==> config.mk <==
export PLATFORM = sky130hd
export DESIGN_NAME = rgb_to_hsv_converter_unit
export DESIGN_NICKNAME = d
export VERILOG_FILES = /design/src/rtl/core/hsv_pkg.sv /design/src/rtl/core/rgb_to_hsv_converter_unit.sv /design/src/rtl/core/hsv_div.sv
export SDC_FILE = /design/constraint.sdc
export NUM_CORES = 2
export LEC_CHECK = 0
export ABC_CLOCK_PERIOD_IN_PS = 37100
export BUFFER_PORTS_ARGS = -buffer_cell sky130_fd_sc_hd__buf_4
export CAP_MARGIN = 10
export CELL_PAD_IN_SITES_DETAIL_PLACEMENT = 0
export CELL_PAD_IN_SITES_GLOBAL_PLACEMENT = 1
export CORE_ASPECT_RATIO = 1.25
export CORE_MARGIN = 2
export CORE_UTILIZATION = 48
export DETAILED_ROUTE_END_ITERATION = 8
export PLACE_DENSITY_LB_ADDON = 0.08
export SYNTH_ARGS = -nofsm -noshare
export SYNTH_HDL_FRONTEND = slang
export SYNTH_SLANG_ARGS = --single-unit
export TNS_END_PERCENT = 100
==> constraint.sdc <==
create_clock -name clk_i -period 37.1 [get_ports clk_i]
set_input_delay 1.855 -clock clk_i [delete_from_list [all_inputs] [get_ports clk_i]]
set_output_delay 1.855 -clock clk_i [all_outputs]
set_load 0.01 [all_outputs]
==> src/rtl/core/hsv_pkg.sv <==
`default_nettype none

package hsv_pkg;

  localparam int RGB_W     = 8;
  localparam int HUE_W     = 15;
  localparam int SAT_W     = 16;
  localparam int SAT_FRAC_W = 15;
  localparam int HUE_NUM_W = 20;

  // Restoring divider: quotient bits resolved one per stage.
  localparam int DIV_STEPS = 16;
  localparam int DIV_DEN_W = RGB_W;
  localparam int DIV_NUM_W = DIV_DEN_W + DIV_STEPS;

  localparam logic [HUE_W-1:0] HUE_PER_SECTOR  = 15'd3840;
  localparam logic [HUE_W-1:0] HUE_BASE_GREEN  = 15'd7680;
  localparam logic [HUE_W-1:0] HUE_BASE_BLUE   = 15'd15360;
  localparam logic [HUE_W-1:0] HUE_FULL_CIRCLE = 15'd23040;

  typedef enum logic [1:0] {
    SEC_RED,
    SEC_GREEN,
    SEC_BLUE
  } sector_e;

endpackage

`default_nettype wire

==> src/rtl/core/rgb_to_hsv_converter_unit.sv <==
// Pipeline from an accepted request to valid_o: two setup stages,
//   16 restoring-divider stages for hue and saturation, one output stage.
// Throughput: one pixel per cycle; the whole pipe holds while an output
//   request is stalled.
// Reset: asynchronous, active low; clears all valid bits, data is not reset.
`default_nettype none

module rgb_to_hsv_converter_unit import hsv_pkg::*; (
  input  logic             clk_i,
  input  logic             rst_ni,
  input  logic             valid_i,
  output logic             stall_o,
  input  logic [RGB_W-1:0] red_i,
  input  logic [RGB_W-1:0] green_i,
  input  logic [RGB_W-1:0] blue_i,
  output logic             valid_o,
  input  logic             stall_i,
  output logic [HUE_W-1:0] hue_o,
  output logic [SAT_W-1:0] saturation_o,
  output logic [RGB_W-1:0] brightness_o
);

  typedef struct packed {
    sector_e          sec;
    logic             neg;
    logic [RGB_W-1:0] mx;
    logic [RGB_W-1:0] diff;
    logic [RGB_W-1:0] nabs;
  } prep_t;

  typedef struct packed {
    logic [HUE_W-1:0] base;
    logic             neg;
    logic             grey;
    logic             black;
    logic [RGB_W-1:0] mx;
  } side_t;

  logic adv;

  prep_t a_d, a_q;
  logic  a_vld_q;

  side_t                b_side_d, b_side_q;
  logic                 b_vld_q;
  logic [HUE_NUM_W-1:0] hue_num;
  logic [DIV_NUM_W-1:0] hue_num_q, sat_num_q;
  logic [DIV_DEN_W-1:0] hue_den_q, sat_den_q;

  side_t side_q [DIV_STEPS];
  logic  [DIV_STEPS-1:0] vld_q;

  logic [DIV_STEPS-1:0] hue_quo, sat_quo;
  logic [HUE_W-1:0]     hue_d, hue_q;
  logic [SAT_W-1:0]     sat_d, sat_q;
  logic [RGB_W-1:0]     bri_q;
  logic                 out_vld_q;

  assign adv     = !(out_vld_q && stall_i);
  assign stall_o = !adv;

  // Stage A: max, min, sector and sector difference.
  always_comb begin
    logic [RGB_W-1:0] mn;
    a_d    = '0;
    a_d.mx = red_i;
    mn     = red_i;
    if (green_i > a_d.mx) a_d.mx = green_i;
    if (blue_i > a_d.mx)  a_d.mx = blue_i;
    if (green_i < mn)     mn = green_i;
    if (blue_i < mn)      mn = blue_i;
    a_d.diff = a_d.mx - mn;
    if (a_d.mx == red_i) begin
      a_d.sec  = SEC_RED;
      a_d.neg  = (green_i < blue_i);
      a_d.nabs = a_d.neg ? (blue_i - green_i) : (green_i - blue_i);
    end else if (a_d.mx == green_i) begin
      a_d.sec  = SEC_GREEN;
      a_d.neg  = (blue_i < red_i);
      a_d.nabs = a_d.neg ? (red_i - blue_i) : (blue_i - red_i);
    end else begin
      a_d.sec  = SEC_BLUE;
      a_d.neg  = (red_i < green_i);
      a_d.nabs = a_d.neg ? (green_i - red_i) : (red_i - green_i);
    end
  end

  // Stage B: dividends and hue base. Negative sector terms use a ceiling
  // quotient so that base - q matches the floor.
  always_comb begin
    hue_num = HUE_NUM_W'(a_q.nabs) * HUE_NUM_W'(HUE_PER_SECTOR);
    if (a_q.neg) begin
      hue_num = hue_num + HUE_NUM_W'(a_q.diff) - HUE_NUM_W'(1);
    end
    b_side_d.neg   = a_q.neg;
    b_side_d.grey  = (a_q.diff == '0);
    b_side_d.black = (a_q.mx == '0);
    b_side_d.mx    = a_q.mx;
    case (a_q.sec)
      SEC_RED:   b_side_d.base = a_q.neg ? HUE_FULL_CIRCLE : '0;
      SEC_GREEN: b_side_d.base = HUE_BASE_GREEN;
      SEC_BLUE:  b_side_d.base = HUE_BASE_BLUE;
      default:   b_side_d.base = '0;
    endcase
  end

  always_ff @(posedge clk_i) begin
    if (adv) begin
      a_q       <= a_d;
      b_side_q  <= b_side_d;
      hue_num_q <= DIV_NUM_W'(hue_num);
      sat_num_q <= DIV_NUM_W'({a_q.diff, {SAT_FRAC_W{1'b0}}});
      hue_den_q <= a_q.diff;
      sat_den_q <= a_q.mx;
      side_q[0] <= b_side_q;
      for (int s = 1; s < DIV_STEPS; s++) begin
        side_q[s] <= side_q[s-1];
      end
      hue_q <= hue_d;
      sat_q <= sat_d;
      bri_q <= side_q[DIV_STEPS-1].mx;
    end
  end

  always_ff @(posedge clk_i or negedge rst_ni) begin
    if (!rst_ni) begin
      a_vld_q   <= 1'b0;
      b_vld_q   <= 1'b0;
      vld_q     <= '0;
      out_vld_q <= 1'b0;
    end else if (adv) begin
      a_vld_q   <= valid_i;
      b_vld_q   <= a_vld_q;
      vld_q     <= {vld_q[DIV_STEPS-2:0], b_vld_q};
      out_vld_q <= vld_q[DIV_STEPS-1];
    end
  end

  hsv_div u_hue_div (
    .clk_i (clk_i),
    .en_i  (adv),
    .num_i (hue_num_q),
    .den_i (hue_den_q),
    .quo_o (hue_quo)
  );

  hsv_div u_sat_div (
    .clk_i (clk_i),
    .en_i  (adv),
    .num_i (sat_num_q),
    .den_i (sat_den_q),
    .quo_o (sat_quo)
  );

  // Output stage.
  always_comb begin
    logic [HUE_W-1:0] q;
    q = hue_quo[HUE_W-1:0];
    if (side_q[DIV_STEPS-1].grey) begin
      hue_d = '0;
    end else if (side_q[DIV_STEPS-1].neg) begin
      hue_d = side_q[DIV_STEPS-1].base - q;
    end else begin
      hue_d = side_q[DIV_STEPS-1].base + q;
    end
    sat_d = side_q[DIV_STEPS-1].black ? '0 : SAT_W'(sat_quo);
  end

  assign valid_o      = out_vld_q;
  assign hue_o        = hue_q;
  assign saturation_o = sat_q;
  assign brightness_o = bri_q;

endmodule

`default_nettype wire

==> src/rtl/core/hsv_div.sv <==
`default_nettype none

module hsv_div import hsv_pkg::*; (
  input  logic                 clk_i,
  input  logic                 en_i,
  input  logic [DIV_NUM_W-1:0] num_i,
  input  logic [DIV_DEN_W-1:0] den_i,
  output logic [DIV_STEPS-1:0] quo_o
);

  // Requires num_i / den_i < 2**DIV_STEPS.
  logic [DIV_DEN_W-1:0] rem_q [DIV_STEPS];
  logic [DIV_STEPS-1:0] low_q [DIV_STEPS];
  logic [DIV_STEPS-1:0] quo_q [DIV_STEPS];
  logic [DIV_DEN_W-1:0] den_q [DIV_STEPS];

  for (genvar s = 0; s < DIV_STEPS; s++) begin : g_step
    logic [DIV_DEN_W-1:0] rem_in;
    logic [DIV_STEPS-1:0] low_in;
    logic [DIV_STEPS-1:0] quo_in;
    logic [DIV_DEN_W-1:0] den_in;
    logic [DIV_DEN_W:0]   trial;
    logic [DIV_DEN_W:0]   sub;
    logic                 fits;
    logic [DIV_DEN_W-1:0] rem_d;
    logic [DIV_STEPS-1:0] quo_d;

    if (s == 0) begin : g_first
      assign rem_in = num_i[DIV_NUM_W-1 -: DIV_DEN_W];
      assign low_in = num_i[DIV_STEPS-1:0];
      assign quo_in = '0;
      assign den_in = den_i;
    end else begin : g_next
      assign rem_in = rem_q[s-1];
      assign low_in = low_q[s-1];
      assign quo_in = quo_q[s-1];
      assign den_in = den_q[s-1];
    end

    always_comb begin
      trial = {rem_in, low_in[DIV_STEPS-1]};
      sub   = trial - {1'b0, den_in};
      fits  = (trial >= {1'b0, den_in});
      rem_d = fits ? sub[DIV_DEN_W-1:0] : trial[DIV_DEN_W-1:0];
      quo_d = {quo_in[DIV_STEPS-2:0], fits};
    end

    always_ff @(posedge clk_i) begin
      if (en_i) begin
        rem_q[s] <= rem_d;
        low_q[s] <= {low_in[DIV_STEPS-2:0], 1'b0};
        quo_q[s] <= quo_d;
        den_q[s] <= den_in;
      end
    end
  end

  assign quo_o = quo_q[DIV_STEPS-1];

endmodule

`default_nettype wire

Word level (Yosys, flattened, before mapping)
Memories as Yosys holds them, arrays and structs flattened. A register that Yosys moved wholly into a read port is not among the register bits.
Cells that the tools add are included.
{"block": "classes", "addsub": 43, "multipliers": 1, "n_lt_le_gt_ge": 39, "n_eq_ne": 4, "muxes": 48, "reduce_logical": 5}
{"cell": "2-to-1 mux 8 bit", "count": 41}
{"cell": "subtractor 8 bit", "count": 38}
{"cell": "greater-or-equal comparator 9 x 8 -> 1 bit", "count": 30}
{"cell": "one-hot mux 15 bit (3 select lines)", "count": 1}
{"cell": "< comparator 8 bit", "count": 5}
{"cell": "2-to-1 mux 15 bit", "count": 2}
{"cell": "adder 20 x 8 -> 20 bit", "count": 1}
{"cell": "2-to-1 mux 20 bit", "count": 1}
{"cell": "subtractor 20 x 1 -> 20 bit (second input constant)", "count": 1}
{"cell": "equality test 8 bit", "count": 2}
{"cell": "> comparator 8 bit", "count": 2}
{"cell": "zero test 8 bit", "count": 2}
{"cell": "adder 15 bit", "count": 1}
{"cell": "subtractor 15 bit", "count": 1}
{"cell": "multiplier 8 x 4 -> 12 bit (second input constant)", "count": 1}
{"cell": "greater-or-equal comparator 5 x 8 -> 1 bit", "count": 1}
{"cell": "greater-or-equal comparator 8 bit", "count": 1}
{"cell": "subtractor 5 x 8 -> 8 bit", "count": 1}
{"cell": "2-to-1 mux 3 bit", "count": 1}
{"cell": "equality test 2 x 1 -> 1 bit (second input constant)", "count": 1}
{"cell": "equality test 2 bit (second input constant)", "count": 1}
{"cell": "zero test 2 bit", "count": 1}
{"cell": "2-to-1 mux 1 bit", "count": 2}
{"cell": "logical AND 1 bit", "count": 1}
{"cell": "zero test 1 bit", "count": 1}
{"block": "totals", "register_bits": 123, "mem_bits_rw": 1920, "input_bits": 28, "output_inout_bits": 41, "word_cells": 168, "n_memories": 9}
{"name": "side_q", "depth": 16, "word_bits": 26, "rd": 16, "rd_clocked_by_memory_dff": 0, "wr": 16, "line_no": "rgb_to_hsv_converter_unit.sv:50", "text": "side_t side_q [DIV_STEPS];"}
{"name": "u_hue_div.quo_q", "depth": 16, "word_bits": 16, "rd": 16, "rd_clocked_by_memory_dff": 0, "wr": 16, "line_no": "hsv_div.sv:14", "text": "logic [DIV_STEPS-1:0] quo_q [DIV_STEPS];"}
{"name": "u_sat_div.quo_q", "depth": 16, "word_bits": 16, "rd": 16, "rd_clocked_by_memory_dff": 1, "wr": 16, "line_no": "hsv_div.sv:14"}
{"name": "u_hue_div.low_q", "depth": 16, "word_bits": 15, "rd": 15, "rd_clocked_by_memory_dff": 0, "wr": 16, "line_no": "hsv_div.sv:13", "text": "logic [DIV_STEPS-1:0] low_q [DIV_STEPS];"}
{"name": "u_sat_div.low_q", "depth": 16, "word_bits": 15, "rd": 15, "rd_clocked_by_memory_dff": 0, "wr": 16, "line_no": "hsv_div.sv:13"}
{"name": "u_hue_div.den_q", "depth": 16, "word_bits": 8, "rd": 15, "rd_clocked_by_memory_dff": 0, "wr": 16, "line_no": "hsv_div.sv:15", "text": "logic [DIV_DEN_W-1:0] den_q [DIV_STEPS];"}
{"name": "+3 memories"}

Longest topological paths before layout
{"block": "depth", "ltp_word": 7, "ltp_mapped": 26, "depth_no_buf": 24}

By module
Synthesis repeated with hierarchy kept, for this count alone.
{"block": "unflattened", "hier_cells": 4191, "hier_area_um2": 62039.5}
{"mod": "hsv_div (u_sat_div)", "n_inst": 1, "cells_each": 1501, "area_each_um2": 22529.1, "seq_area_each_um2": 14894.3}
{"mod": "hsv_div (u_hue_div)", "n_inst": 1, "cells_each": 1502, "area_each_um2": 22170.0, "seq_area_each_um2": 14894.3}
{"mod": "rgb_to_hsv_converter_unit", "n_inst": 1, "cells_each": 1188, "area_each_um2": 17340.4, "seq_area_each_um2": 11466.0}

Worst setup path before layout
OpenSTA, ideal clock, no wires.
{"block": "synth_timing", "kind": "input-to-output", "start": "input port stall_i", "end": "output port stall_o", "t_arrival_ns": 34.795, "required_time_ns": 35.245, "slack_ns": 0.450, "stages": 3, "path_buffers": 1, "path_cell_list": "nand2_1 > clkbuf_1 > inv_1"}
{"block": "synth_via", "elab_chain_cells": 1}
{"item": "start, declared", "line_no": "rgb_to_hsv_converter_unit.sv:17", "text": "input logic stall_i,"}
{"item": "logical AND 1 bit", "line_no": "rgb_to_hsv_converter_unit.sv:59", "text": "assign adv = !(out_vld_q && stall_i);"}
{"item": "end, declared", "line_no": "rgb_to_hsv_converter_unit.sv:12", "text": "output logic stall_o,"}
No other way between the ends.

==> impl_metrics.toml <==
[synthesis]
synth.area.top_cells = "edfxtp_1 (64%), ha_1 (8.3%), o21ai_0 (3.2%)"
async_reset_ff_frac = 0.0169
synth_most_common_cell = "edfxtp_1"
synthTopCellsByCount = "edfxtp_1 (1102), inv_1 (437), ha_1 (341), o21ai_0 (334), nand2_1 (254)"
yosys.area.top_type = "edfxtp_1"
synth_fp_nets = 4200
postSynthAreaPerCell_um2 = 13.6
synthCells = 3782
netlist-cell-type-count = 73
ys_ff_latch = 1121
netlist_area_mm2 = 0.0515
ys_seq_area_frac = 0.652
yosysTopAreaCellShare = 0.643
synth_edf_count = 1102
yosys_warnings = 0
synth_ff_type = "edfxtp_1"

[drt]
drt_iter0_markers = 1258
wl_per_cell_um = 15.8
vias = 27500
wl_um = 86000
drc_errors = 0
antenna_left = 0
firstDrtPassIters = 5
vias_per_cell = 5.06

[floorplanning]
num_rows = 134
die_w_um = 297
die_area_mm2 = 0.110
initial_core_util = 0.483
io_pins = 69
die_h_um = 370
core-area_mm2 = 0.107

[critical_path]
worstPathMaxFanout = 19
required_ps = 37620
crit_type = "in -> reg"
startpoint_type = "input pin"
crit_arrival_ps = 7790
endpoint_kind = "flop"

[outcome]
status = "completed"

[grt]
overflow = 0
grt_max_degree = 181
grt_usage = 0.158
antenna_found_initial = 0
grt_pass1_wl_um = 140000
grt_pass1_vias = 28300

[clock_tree]
cts_hold_buf = 0
postCtsSetupBuffers = 0
clockBufferDepth = 3
clk_latency_ps = 720
cts_tree = "done"
numCtsBuffers = 109
htreeDepth = 3
cts_root_buffer = "clkbuf_16"
postCtsResizedCells = 0
clk_pin_slew_worst_paths_ps = 60
cts_sinks = 1121

[timing]
slew_headroom = 0.257
fin_crit_sh = 0.196
fmax_ghz = 0.137
setup_viol = 0
timing_hold_violations_final = 0
drv_slew = 0
fin_tns_setup_ps = 0
tightest_slew_ps = 1110
finClkSkew_ps = 49.4
fin_crit_ps = 7270
rsz0062_at_grt = "no"

[layout]
antenna_cells = 0
final.fill_count = 9014
syn_to_final_growth_pct = 11.2
fin_util = 0.537
regArea_mm2 = 0.0336
layout-drive-gt1-share = 0.0743
multi_input_area_mm2 = 0.0161
nNetsFinal = 4337

[power]
powerDensity_mw_per_mm2 = 99.3
internal_power_uw = 3750
switching_share = 0.340
pwr-share-comb = 0.362
seq_power_share = 0.448
peakVddDrop_mv = 0.0455
p_leak_uw = 0.0229
pwr-share-clk = 0.190
power_switching_uw = 1930

[worst_hold_path]
min_path_type = "reg -> reg"

[placement]
io_buffers = 68
dp_hpwl_um = 61300
place.gp.congestion = 0.848

[job]
cap_viol_max_count = 0
[per-layer routing]
layer / GRT usage / vias to the layer above / wire length [µm]
met3: 0.0238 / 132 / 2530
met1: 0.170 / 13100 / 33400
met2: 0.312 / 294 / 48000
li1: - / 13900 / -
met5: 0 / - / 0
met4: 0.0527 / 0 / 2130
[power groups by stage]
stage | Sequential (µW) | Combinational [µW] | Clock [µW]
4_1_cts | 2560 | 2110 | 1120
5_1_grt | 2620 | 2390 | 1160
3_5_place_dp | 2590 | 2100 | 0
2_1_floorplan | 2880 | 1610 | 0
6_report | 2550 | 2060 | 1080
3_3_place_gp | 2570 | 2080 | 0
[worst paths after layout]
check	from	endpoint	slack [ps]	cells past startpoint
worst max-delay path	green_i[0]	a_q[0]	29830	17
worst min-delay path	side_q[0][181]	side_q[0][207]	380	0
worst max register to register	valid_o	u_sat_div.quo_q[7][4]	31500	6
worst min register to register	side_q[0][181]	side_q[0][207]	380	0
max in group asynchronous	rst_ni	vld_q[13]	35850	1
min in group asynchronous	rst_ni	vld_q[6]	1030	1
[critical path, stage by stage]
cell      delay [ps]
buf_4            140
inv_1            170
ha_1             240
fa_1             200
nand3b_1         130
a21oi_2           80
o22ai_4          530
o21ai_0          290
ha_1             260
maj3_1           380
o21ai_1          760
nand2_1          650
o21ai_2          500
xnor2_1          160
nand4_1          690
mux2_1           590
mux2i_1          150
[state kept, by name, indices dropped and copies added, names as in the netlist, 120 cells and up]
| signal | cells |
|---|---|
| u_sat_div.den_q | 126 |
| u_hue_div.rem_q | 120 |
| u_hue_div.den_q | 120 |
| u_sat_div.quo_q | 136 |
| u_sat_div.rem_q | 120 |
| side_q | 130 |
| u_hue_div.low_q | 120 |
| u_hue_div.quo_q | 120 |
[per-stage QoR]
| stage | hold WS, ps | worst slack, ps | total power [µW] | std cells | cell area, µm² |
|---|---|---|---|---|---|
| 2_1_floorplan | 400 | 450 | 4490 | 3782 | 51500 |
| 3_3_place_gp | 400 | 29220 | 4650 | 5236 | 53700 |
| 3_5_place_dp | 405 | 29200 | 4690 | 5236 | 53700 |
| 4_1_cts | 362 | 29910 | 5790 | 5440 | 57200 |
| 5_1_grt | 368 | 29480 | 6170 | 5440 | 57200 |
| 6_report | 376 | 29830 | 5690 | 5440 | 57200 |
[layout make-up]
| class | count | share of cell area |
|---|---|---|
| Tap cell | 1428 | 0.0312 |
| Clock buffer | 129 | 0.0497 |
| Clock inverter | 75 | 0.0123 |
| Timing Repair Buffer | 84 | 0.0112 |
| Sequential cell | 1121 | 0.586 |
| Inverter | 437 | 0.0287 |
| Multi-Input combinational cell | 2166 | 0.280 |
[cell usage in the layout (no fill, tap or decap), types with 11 or more instances in the layout]
cell type	synthesis	final
dfrtp_1	19	19
clkbuf_1	50	16
buf_4	3	83
o31ai_1	57	57
fa_1	49	49
a21oi_1	98	98
inv_1	437	437
o21ai_0	334	334
mux2i_1	48	48
o211a_1	30	30
or4_1	32	32
edfxtp_1	1102	1102
mux2_2	24	24
nand3_1	25	25
nor2_1	172	172
nand2_1	254	253
o211ai_1	11	11
a21boi_0	33	33
xnor2_1	97	97
clkinv_2	0	31
nor2b_1	126	126
nand4_1	52	52
and2_1	36	36
nor3_1	22	22
xor2_1	86	86
nand2b_1	73	73
clkinv_1	0	19
ha_1	341	341
o21a_1	15	15
a21o_1	44	44
clkbuf_16	0	109
[logic make-up (layout without fill, tap and decap cells)]
family,Yosys count,after routing,share of synthesized area
flops,1121,1121,0.652
mux,77,77,0.0161
buf+inv,495,725,0.0365
simple gates,821,821,0.0791
compound gates,692,692,0.0827
xor+xnor,183,183,0.0311
fa+ha+maj,393,393,0.103
Power figures use the tool's default switching activity.
